`config.mk`:
```
export PLATFORM = sky130hd
export DESIGN_NAME = fct_plane_mem
export DESIGN_NICKNAME = d
export VERILOG_FILES = /design/src/rtl/core/fct_pkg.sv /design/src/rtl/core/fct_plane_mem.sv
export SDC_FILE = /design/constraint.sdc
export NUM_CORES = 1
export LEC_CHECK = 0
export ABC_AREA = 1
export BUFFER_PORTS_ARGS = -buffer_cell sky130_fd_sc_hd__buf_4
export CAP_MARGIN = 10
export CORE_MARGIN = 3
export CORE_UTILIZATION = 55
export DETAILED_ROUTE_END_ITERATION = 12
export PLACE_DENSITY = 0.73
export SETUP_SLACK_MARGIN = 0.02
export SLEW_MARGIN = 10
export SYNTH_ARGS = -nofsm -noshare
export SYNTH_HDL_FRONTEND = slang
export SYNTH_SLANG_ARGS = --single-unit
```
`constraint.sdc`:
```
create_clock -name clk -period 0.85 [get_ports clk]
set_input_delay 0.085 -clock clk [delete_from_list [all_inputs] [get_ports clk]]
set_output_delay 0.085 -clock clk [all_outputs]
set_load 0.1 [all_outputs]
```
`src/rtl/core/fct_pkg.sv`:
```
// Shared types and constants for the frustum cull tester.
// No dependencies; imported by every module under rtl/core.
`timescale 1ns / 1ps

package fct_pkg;

    localparam int NUM_PLANES = 6;
    localparam int NUM_COEFS  = 4;
    localparam int PLANE_AW   = (NUM_PLANES > 1) ? $clog2(NUM_PLANES) : 1;

    localparam int KIND_W     = 3;
    localparam int PIDX_W     = 3;
    localparam int CIDX_W     = 2;
    localparam int COEF_W     = 32;
    localparam int POS_W      = 32;
    localparam int EXT_W      = 31;

    // corner coordinate, product and accumulator widths
    localparam int CORNER_W   = POS_W + 1;
    localparam int PROD_W     = COEF_W + CORNER_W;
    localparam int BIAS_W     = COEF_W + 1 + 16;
    localparam int SUM_W      = PROD_W + 3;

    // slave tdata layout, lowest bit first
    localparam int PIDX_LSB   = 0;
    localparam int CIDX_LSB   = PIDX_LSB + PIDX_W;
    localparam int COEF_LSB   = CIDX_LSB + CIDX_W;
    localparam int PX_LSB     = COEF_LSB + COEF_W;
    localparam int PY_LSB     = PX_LSB + POS_W;
    localparam int PZ_LSB     = PY_LSB + POS_W;
    localparam int EX_LSB     = PZ_LSB + POS_W;
    localparam int EY_LSB     = EX_LSB + EXT_W;
    localparam int EZ_LSB     = EY_LSB + EXT_W;
    localparam int IN_BITS    = EZ_LSB + EXT_W;
    localparam int S_TDATA_W  = ((IN_BITS + 7) / 8) * 8;
    localparam int M_TDATA_W  = 8;

    typedef enum logic [KIND_W-1:0] {
        KIND_WRITE  = 3'd0,
        KIND_POINT  = 3'd1,
        KIND_SPHERE = 3'd2,
        KIND_CUBE   = 3'd3,
        KIND_BOX    = 3'd4
    } fct_kind_t;

    localparam logic [CIDX_W-1:0] COEF_NX = 2'd0;
    localparam logic [CIDX_W-1:0] COEF_NY = 2'd1;
    localparam logic [CIDX_W-1:0] COEF_NZ = 2'd2;
    localparam logic [CIDX_W-1:0] COEF_D  = 2'd3;

    typedef struct packed {
        logic signed [COEF_W-1:0] d;
        logic signed [COEF_W-1:0] nz;
        logic signed [COEF_W-1:0] ny;
        logic signed [COEF_W-1:0] nx;
    } fct_plane_t;

    // object under test, held for the whole test
    typedef struct packed {
        logic [KIND_W-1:0]       kind;
        logic signed [POS_W-1:0] pos_x;
        logic signed [POS_W-1:0] pos_y;
        logic signed [POS_W-1:0] pos_z;
        logic [EXT_W-1:0]        ext_x;
        logic [EXT_W-1:0]        ext_y;
        logic [EXT_W-1:0]        ext_z;
    } fct_obj_t;

    // per-plane step tag traveling with the pipeline
    typedef struct packed {
        logic vld;
        logic last;
    } fct_ctl_t;

endpackage

```
`src/rtl/core/fct_plane_mem.sv`:
```
// Plane coefficient store: NUM_PLANES rows of four 32-bit lanes, lane writes,
// registered row reads. Depends on fct_pkg.
`timescale 1ns / 1ps

module fct_plane_mem (
    input  logic                          clk,
    input  logic                          rst_n,
    input  logic                          wr_en,
    input  logic [fct_pkg::PLANE_AW-1:0]  wr_plane,
    input  logic [fct_pkg::CIDX_W-1:0]    wr_coef,
    input  logic [fct_pkg::COEF_W-1:0]    wr_data,
    input  fct_pkg::fct_ctl_t             rd_ctl,
    input  logic [fct_pkg::PLANE_AW-1:0]  rd_plane,
    output fct_pkg::fct_ctl_t             row_ctl,
    output fct_pkg::fct_plane_t           row
);
    import fct_pkg::*;

    logic [COEF_W-1:0]    mem [NUM_PLANES][NUM_COEFS];
    logic [NUM_COEFS-1:0] lane_vld_reg [NUM_PLANES];
    logic [COEF_W-1:0]    rd_data_reg [NUM_COEFS];
    logic [NUM_COEFS-1:0] rd_vld_reg;
    fct_ctl_t             row_ctl_reg;

    always_ff @(posedge clk)
    begin
        if (wr_en)
        begin
            mem[wr_plane][wr_coef] <= wr_data;
        end
        rd_data_reg <= mem[rd_plane];
    end

    // lanes never written read as zero
    always_ff @(posedge clk or negedge rst_n)
    begin
        if (!rst_n)
        begin
            for (int i = 0; i < NUM_PLANES; i++)
            begin
                lane_vld_reg[i] <= '0;
            end
            rd_vld_reg  <= '0;
            row_ctl_reg <= '0;
        end
        else
        begin
            if (wr_en)
            begin
                lane_vld_reg[wr_plane][wr_coef] <= 1'b1;
            end
            rd_vld_reg  <= lane_vld_reg[rd_plane];
            row_ctl_reg <= rd_ctl;
        end
    end

    always_comb
    begin
        row.nx = rd_vld_reg[COEF_NX] ? rd_data_reg[COEF_NX] : '0;
        row.ny = rd_vld_reg[COEF_NY] ? rd_data_reg[COEF_NY] : '0;
        row.nz = rd_vld_reg[COEF_NZ] ? rd_data_reg[COEF_NZ] : '0;
        row.d  = rd_vld_reg[COEF_D]  ? rd_data_reg[COEF_D]  : '0;
    end

    assign row_ctl = row_ctl_reg;

endmodule

```
After elaboration in Yosys (flattened, before gate mapping)
Memories as Yosys holds them, arrays and structs flattened. A register that Yosys moved wholly into a read port is not among the register bits.
Cells that the tools add are included.
{"block": "totals", "inputBits": 45, "wordCells": 39, "ff_bits": 30, "out_inout_bits": 130, "n_memories": 1, "mem_bits_rw": 768}
{"name": "mem", "words": 6, "word_bits": 128, "read_ports": 1, "rd_ports_with_merged_regs": 1, "write_ports": 1, "line_no": "fct_plane_mem.sv:19", "rtl": "logic [COEF_W-1:0] mem [NUM_PLANES][NUM_COEFS];"}
{"block": "op_classes", "n_reduce_logical": 3, "bitwise_logic": 4, "n_lt_le_gt_ge": 7, "muxes": 15}
{"operator": "32-bit two-way mux", "count": 5}
{"operator": "128-bit two-way mux", "count": 1}
{"operator": "32-bit demux with 2-bit select", "count": 1}
{"operator": "24-bit bitwise OR", "count": 1}
{"operator": "4-bit binary-select mux with 3-bit select", "count": 1}
{"operator": "4-bit demux with 3-bit select", "count": 1}
{"operator": "4-bit two-way mux", "count": 3}
{"operator": "4-bit >= comparator (second input constant)", "count": 2}
{"operator": "3-bit NOT with 4-bit output", "count": 2}
{"operator": "4-bit by 1-bit < comparator with 1-bit output (second input constant)", "count": 1}
{"operator": "3-bit >= comparator (second input constant)", "count": 1}
{"operator": "1-bit logical AND", "count": 3}
{"operator": "2-bit by 3-bit < comparator with 1-bit output (second input constant)", "count": 1}
{"operator": "3-bit by 1-bit < comparator with 1-bit output (second input constant)", "count": 1}
{"operator": "2-bit NOT with 3-bit output", "count": 1}
{"operator": "1-bit demux with 2-bit select", "count": 1}
{"operator": "2-bit by 1-bit >= comparator with 1-bit output (second input constant)", "count": 1}
{"operator": "1-bit two-way mux", "count": 2}

Depth between registers and ports, before layout
Gate-level depths: netlist of the first run.
{"block": "logic_depth", "ltp_word": 7, "depth_mapped": 10, "ltp_nobuf": 6}

Worst setup path after synthesis of the first run
OpenSTA, ideal clock, no wires.
{"block": "synth_timing", "path_type": "in2reg", "from": "in wr_coef[1] (netlist name)", "to": "mem mem[0][32] (netlist name), enable pin", "stages": 5, "required_ns": 0.429, "n_path_buf": 1, "setup_time_ns": 0.421, "setup_slack_ns": -1.366, "arrival_time_ns": 1.795, "cell_sequence": "inv_1 nor2_1 nand2_1 clkbuf_1 nor2_1"}
{"block": "synth_via", "elab_chain_len": 6, "elab_cells_between_ends": 7, "classes_between": "order compare (2); mux (3); bitwise (1); reduce/logical (1)"}
{"item": "start, declared", "line_no": "fct_plane_mem.sv:10", "rtl": "input logic [fct_pkg::CIDX_W-1:0] wr_coef,"}
{"item": "2-bit NOT with 3-bit output (implied by the code) (*)", "line_no": "fct_plane_mem.sv:29", "rtl": "mem[wr_plane][wr_coef] <= wr_data;"}
{"item": "3-bit >= comparator (implied by the code) or 3-bit by 1-bit < comparator with 1-bit output (tied branches)", "line_no": "fct_plane_mem.sv:29"}
{"item": "1-bit logical AND (implied by the code)", "line_no": "fct_plane_mem.sv:29"}
{"item": "32-bit two-way mux (implied by the code)", "line_no": "fct_plane_mem.sv:29"}
{"item": "32-bit demux with 2-bit select (*)", "line_no": "fct_plane_mem.sv:29"}
{"item": "128-bit two-way mux (implied by the code) (*)", "line_no": "fct_plane_mem.sv:29"}
{"item": "end, declared", "line_no": "fct_plane_mem.sv:19"}
Every way passes the cells marked *; elsewhere a longest branch is shown, timed or not.

==> reports/metrics.cfg, run 1 <==
[status]
status = complete, but fails checks
violations = negative setup slack

[floorplanning]
die_w_um = 257
die_area_um2 = 66000
core_area_um2 = 61900
rows = 91
initial_core_util = 0.559
io-pin-count = 175
die_h_um = 257

[critical_path]
startpoint_type = flip-flop
critPathLaunch = rd_vld_reg[0]$_DFF_PN0_
crit_type = reg2out
arrival_ps = 1700
reg2reg_from = mem[4][106]$_DFFE_PP_
crit_path_frequent_cell = buf_12
critical_path.endpoint_type = output pin
cp_cell_sequence = buf_12 -> clkbuf_16 -> nand2_2 -> inv_2 -> buf_12
path_delay_family = buffers and inverters
worstPathRequired_ps = 760
cp_slowest_stage_delay_ps = 440
path_buf_inv = 4
r2r_setup_slack_ps = -170
critical_path.max_fanout = 6
slowest_stage = dfrtp_2

[yosys]
ys_ff_latch = 926
synth.avg_cell_area_um2 = 12.0
ys_warn_count = 0
synthCells = 2883
netlist_area_um2 = 34600
syn_nets = 2928
synth_seq_area_share = 0.762
ys_types = 18

[global_route]
grt-ovfl-total = 0
grt_pass1_wl_mm = 134
grt_max_degree = 61
grt_pass1_vias = 23122
antenna_found_initial = 2
grt_util_all_layers = 0.267

[timing]
worst_pin_slew_ps = 460
setup_slack_ps = -934
period_share = 2.10
slew_headroom = 0.693
fin_worst_skew_ps = 19.1
drv_slew = 0
hold_slack_ps = 12.7
period_needed_ps = 1780
setup_viol_count_final = 159
hold_viol = 0
rsz0062_at_grt = true
fmax_mhz = 560

[detailed_routing]
drt_first_pass_iters = 5
drt_first_iter_violations = 2349
avgRoutedWirePerCell_um = 22.3
via_count = 23147
totalWireLength_mm = 91.2
route.detailed.drc = 0
ant_nets = 0
via_per_inst = 5.65

[placement]
gp_congestion = 0.819
detailed_place_hpwl_mm = 50.2
io_buffers = 174
placed_cell_area_um2 = 38500

[clocking]
cts_sinks = 926
clock_latency_ps = 640
cts_tree = yes
ctsRootBufferMaster = clkbuf_16
cts_made_buffers = 90
clk_pin_slew_ps = 60
cts_max_level = 3
clock_path_buffers = 3

[final_layout]
largest_register_ffs = 768
drive_gt1_frac = 0.284
nFillCells = 3663
syn_to_final_growth_pct = 31.0
post-route-cell-area_um2 = 45300
layout.nets = 3227

[job]
drv_cap = 0

[power]
p_leak_nw = 17.5
combPwrFrac = 0.125
power_switching_mw = 25.8
ir_drop_mv = 1.63
power_density_nw_per_um2 = 2270
clockPowerShare = 0.383
internal_power_mw = 77.1
sw_frac_of_total = 0.251
power_frac_seq = 0.492

[worst_hold_path]
hold_path.class = in2reg
holdCritStartpoint = rd_plane[2]

## path summary, 6_finish.rpt
| kind | cells after the start | to |
|---|---|---|
| max in group asynchronous | 3 | rd_vld_reg[0]$_DFF_PN0_ |
| worst min register to register | 2 | rd_data_reg[81]$_DFF_P_ |
| worst min-delay path | 5 | rd_data_reg[107]$_DFF_P_ |
| worst max-delay path | 5 | row[27] |
| worst max register to register | 4 | rd_data_reg[106]$_DFF_P_ |
| min in group asynchronous | 3 | row_ctl[1]$_DFF_PN0_ |
## Yosys cell counts
master	number	area (µm²)
inv_4	1	6.26
or2_2	4	25.0
inv_1	152	571
buf_1	18	67.6
clkbuf_1	83	312
nand3_1	400	2000
buf_6	11	124
o211ai_1	4	30.0
buf_4	11	82.6
nor2_1	283	1060
clkinv_1	1	3.75
buf_2	38	190
o21ai_0	148	741
edfxtp_1	768	23100
nand2_1	802	3010
inv_2	1	3.75
dfrtp_1	30	751
dfxtp_1	128	2560
## logic make-up after synthesis
kind of cell,Yosys count,synth area share
and+or+nand+nor,1489,0.176
buffers and inverters,316,0.0393
DFF,926,0.762
AOI/OAI and AO/OA,152,0.0223
## metal layers
metal,track usage,vias to the layer above,routed length (µm)
met5,0,-,0
met2,0.442,1178,45600
met1,0.352,11382,34800
li1,-,10400,-
met3,0.0434,187,7540
met4,0.114,0,3340
## stage by stage
| step | cells | utilization | setup slack (ps) | TNS (ps) | power, mW |
|---|---|---|---|---|---|
| after CTS | 4086 | 0.710 | -947 | -114190 | 102 |
| after detailed placement | 3868 | 0.621 | -567 | -444690 | 61.3 |
| after global placement | 3868 | 0.621 | -552 | -420660 | 61.1 |
| after global routing | 4095 | 0.732 | -968 | -119770 | 106 |
| after floorplan | 2883 | - | -542 | -470190 | 57.8 |
| final | 4096 | 0.732 | -934 | -111240 | 103 |
## worst reg2reg max path: stages, from the launching register on
cell and delay [ps]:
edfxtp_1 400, nor2_1 170, nor2_1 80, o21ai_1 90, nand2_1 130
## what timing repair did
action                     in CTS  in global routing
resized for setup             591                401
buffers inserted                1                  2
gates cloned                    2                  6
setup endpoints to repair     185                296
hold endpoints to repair      823                  2
pin swaps                      61                168
hold buffers                   47                  3
## layout make-up
cell class,count,area [µm²],area share
Antenna cell,1,2.50,0.0000552
Clock buffer,131,2620,0.0578
Clock inverter,37,330,0.00728
Inverter,155,732,0.0161
Multi-Input combinational cell,1641,8560,0.189
Sequential cell,926,26400,0.582
Tap cell,837,1050,0.0231
Timing Repair Buffer,368,5680,0.125
## cell usage in the layout (no fill, tap or decap), types with 6 or more instances in the layout
cell / n
buf_12: 212
buf_4: 97
clkbuf_1: 24
clkbuf_16: 98
clkbuf_8: 13
clkinv_1: 7
clkinv_2: 16
clkinvlp_4: 6
dfrtp_1: 27
dfxtp_1: 128
dlygate4sd3_1: 47
edfxtp_1: 768
inv_1: 20
inv_2: 85
inv_4: 43
nand2_1: 660
nand2_2: 72
nand2_4: 70
nand3_1: 259
nand3_2: 135
nand3_4: 6
nor2_1: 242
nor2_2: 16
nor2_4: 25
o21ai_0: 94
o21ai_1: 53
## power by group through the flow
stage	Sequential, mW	Combinational [mW]	Clock (mW)
floorplan	51.4	6.40	0
global placement	51.4	9.68	0
detailed placement	51.4	9.84	0
CTS	50.5	11.9	39.6
global route	50.7	13.4	41.8
finish	50.7	12.8	39.4
(Power assumes the default switching activity.)
==> inputs of run 2 (changes only) <==
- CORE_MARGIN: 3 -> default
- CORE_UTILIZATION: 55 -> 65
- PLACE_DENSITY: 0.73 -> 0.81
- clock period: 0.85 -> 2.3 ns (I/O delays scaled with it)
==> run 2 against run 1 <==
Net effect: design area fell by 12%; global-route usage up 4.5 points; routed wire length is 8.6% lower; clock skew increased by 6.8 ps; the run now ends clean; die area down 18%; largest cell class unchanged; non-clock buffer count fell by 127; highest routed layer unchanged; first-iteration DRC count rose by 13%; sequential cell count stayed put; sequential share of layout area grew 7.8 points; final cell count is 6.7% lower.
==> reports/metrics.cfg, run 2 (synthesis gave the netlist of run 1 again) <==
[critical_path]
arrival_ps = 1940
r2r_setup_slack_ps = 1280
critical_path.max_fanout = 32
critical_path.endpoint_type = output pin
crit_type = reg2out
startpoint_type = flip-flop
worstPathRequired_ps = 2070
worstRegToRegCells = 6

[final_layout]
layout.nets = 3098
seq_area_um2 = 26400
final_cell_mix = nand2_1, edfxtp_1, nand3_1
multi_input_area_um2 = 6980
drive_gt1_frac = 0.127
final_common_cell = nand2_1
post-route-cell-area_um2 = 40000
nFillCells = 3036
syn_to_final_growth_pct = 15.6
largest_register_ffs = 768

[placement]
placed_cell_area_um2 = 36900
io_buffers = 174
detailed_place_hpwl_mm = 44.4
gp_congestion = 0.833

[global_route]
antenna_found_initial = 1
grt_pass1_vias = 22121
grt-ovfl-total = 0
grt_util_all_layers = 0.312
grt_pass1_wl_mm = 125
grt_max_degree = 198

[clocking]
cts_made_buffers = 88
cts_sinks = 926
cts_max_level = 3
clock_path_buffers = 3
cts_tree = yes
cts_hold_buf = 12
clock_latency_ps = 640
clk_pin_slew_ps = 60
cts_resized = 0
ctsRootBufferMaster = clkbuf_16
post_cts_buffers = 0

[timing]
setup_viol_count_final = 0
fmax_mhz = 461
period_needed_ps = 2170
rsz0062_at_grt = false
hold_viol = 0
hold_slack_ps = 23.5
drv_slew = 0
slew_headroom = 0.354
period_share = 0.943
worst_pin_slew_ps = 969
fin_worst_skew_ps = 25.9

[detailed_routing]
avgRoutedWirePerCell_um = 21.8
drt_first_iter_violations = 2656
via_per_inst = 5.95
totalWireLength_mm = 83.4
route.detailed.drc = 0
via_count = 22729
ant_nets = 0
drt_first_pass_iters = 5

[floorplanning]
rows = 84
core_area_um2 = 52600
die_w_um = 233
initial_core_util = 0.659
die_h_um = 233
io-pin-count = 175
die_area_um2 = 54200

[worst_hold_path]
hold_depth = 1
hold_path.class = in2reg

[power]
p_leak_nw = 15.8
power_density_nw_per_um2 = 916
ir_drop_mv = 0.715

[status]
status = completed

[job]
drv_cap = 0

run 2: cell types whose count changed in the layout (fill, tap and decap cells not counted), moves of 54 or more:
cell / before / now
nand2_1: 660 / 802
inv_1: 20 / 152
nand2_4: 70 / 0
buf_12: 212 / 31
o21ai_0: 94 / 148
nand3_1: 259 / 400
buf_4: 97 / 197
nand2_2: 72 / 0
nand3_2: 135 / 0
inv_2: 85 / 0
run 2: stage by stage:
stage                     setup WS [ps]  power, mW  instances  utilization  setup TNS, ps
after floorplan                   -61.0       21.3       2883            -         -26490
after global placement              528       22.3       3639        0.703              0
after detailed placement            512       22.4       3639        0.703              0
after CTS                           116       36.7       3815        0.761              0
after global routing               84.7       37.6       3815        0.761              0
final                               130       36.6       3820        0.761              0
run 2: final timing paths:
| path | start | end |
|---|---|---|
| max in group asynchronous | rst_n | lane_vld_reg[17]$_DFFE_PN0P_ |
| worst min register to register | mem[5][125]$_DFFE_PP_ | rd_data_reg[125]$_DFF_P_ |
| worst max register to register | lane_vld_reg[8]$_DFFE_PN0P_ | rd_vld_reg[0]$_DFF_PN0_ |
| min in group asynchronous | rst_n | row_ctl[1]$_DFF_PN0_ |
| worst max-delay path | rd_vld_reg[3]$_DFF_PN0_ | row[125] |
| worst min-delay path | wr_data[16] | mem[0][16]$_DFFE_PP_ |
run 2: power breakdown:
group	switching, mW	internal [mW]
logic	2.73	0.713
registers	0.139	18.5
clock network	6.08	8.44
run 2: layout make-up:
cell class / instances / share of cell area
flip-flops and latches: 926 / 0.660
multi-input cells: 1641 / 0.175
clock buffers: 118 / 0.0617
repair buffers: 241 / 0.0559
well taps: 688 / 0.0215
inverters: 155 / 0.0151
clock inverters: 46 / 0.0113
diodes: 5 / 0.000313
run 2: layer usage:
layer | wire (µm) | vias to the layer above | GRT usage
met2 | 40600 | 1417 | 0.503
met4 | 3090 | 0 | 0.137
li1 | - | 10124 | -
met3 | 8980 | 173 | 0.0505
met1 | 30700 | 11015 | 0.423
met5 | 0 | - | 0
run 2: critical path: stages, from the launching register on:
cell	delay, ps
dfrtp_1	320
buf_4	330
nand2_1	220
inv_1	120
buf_4	290
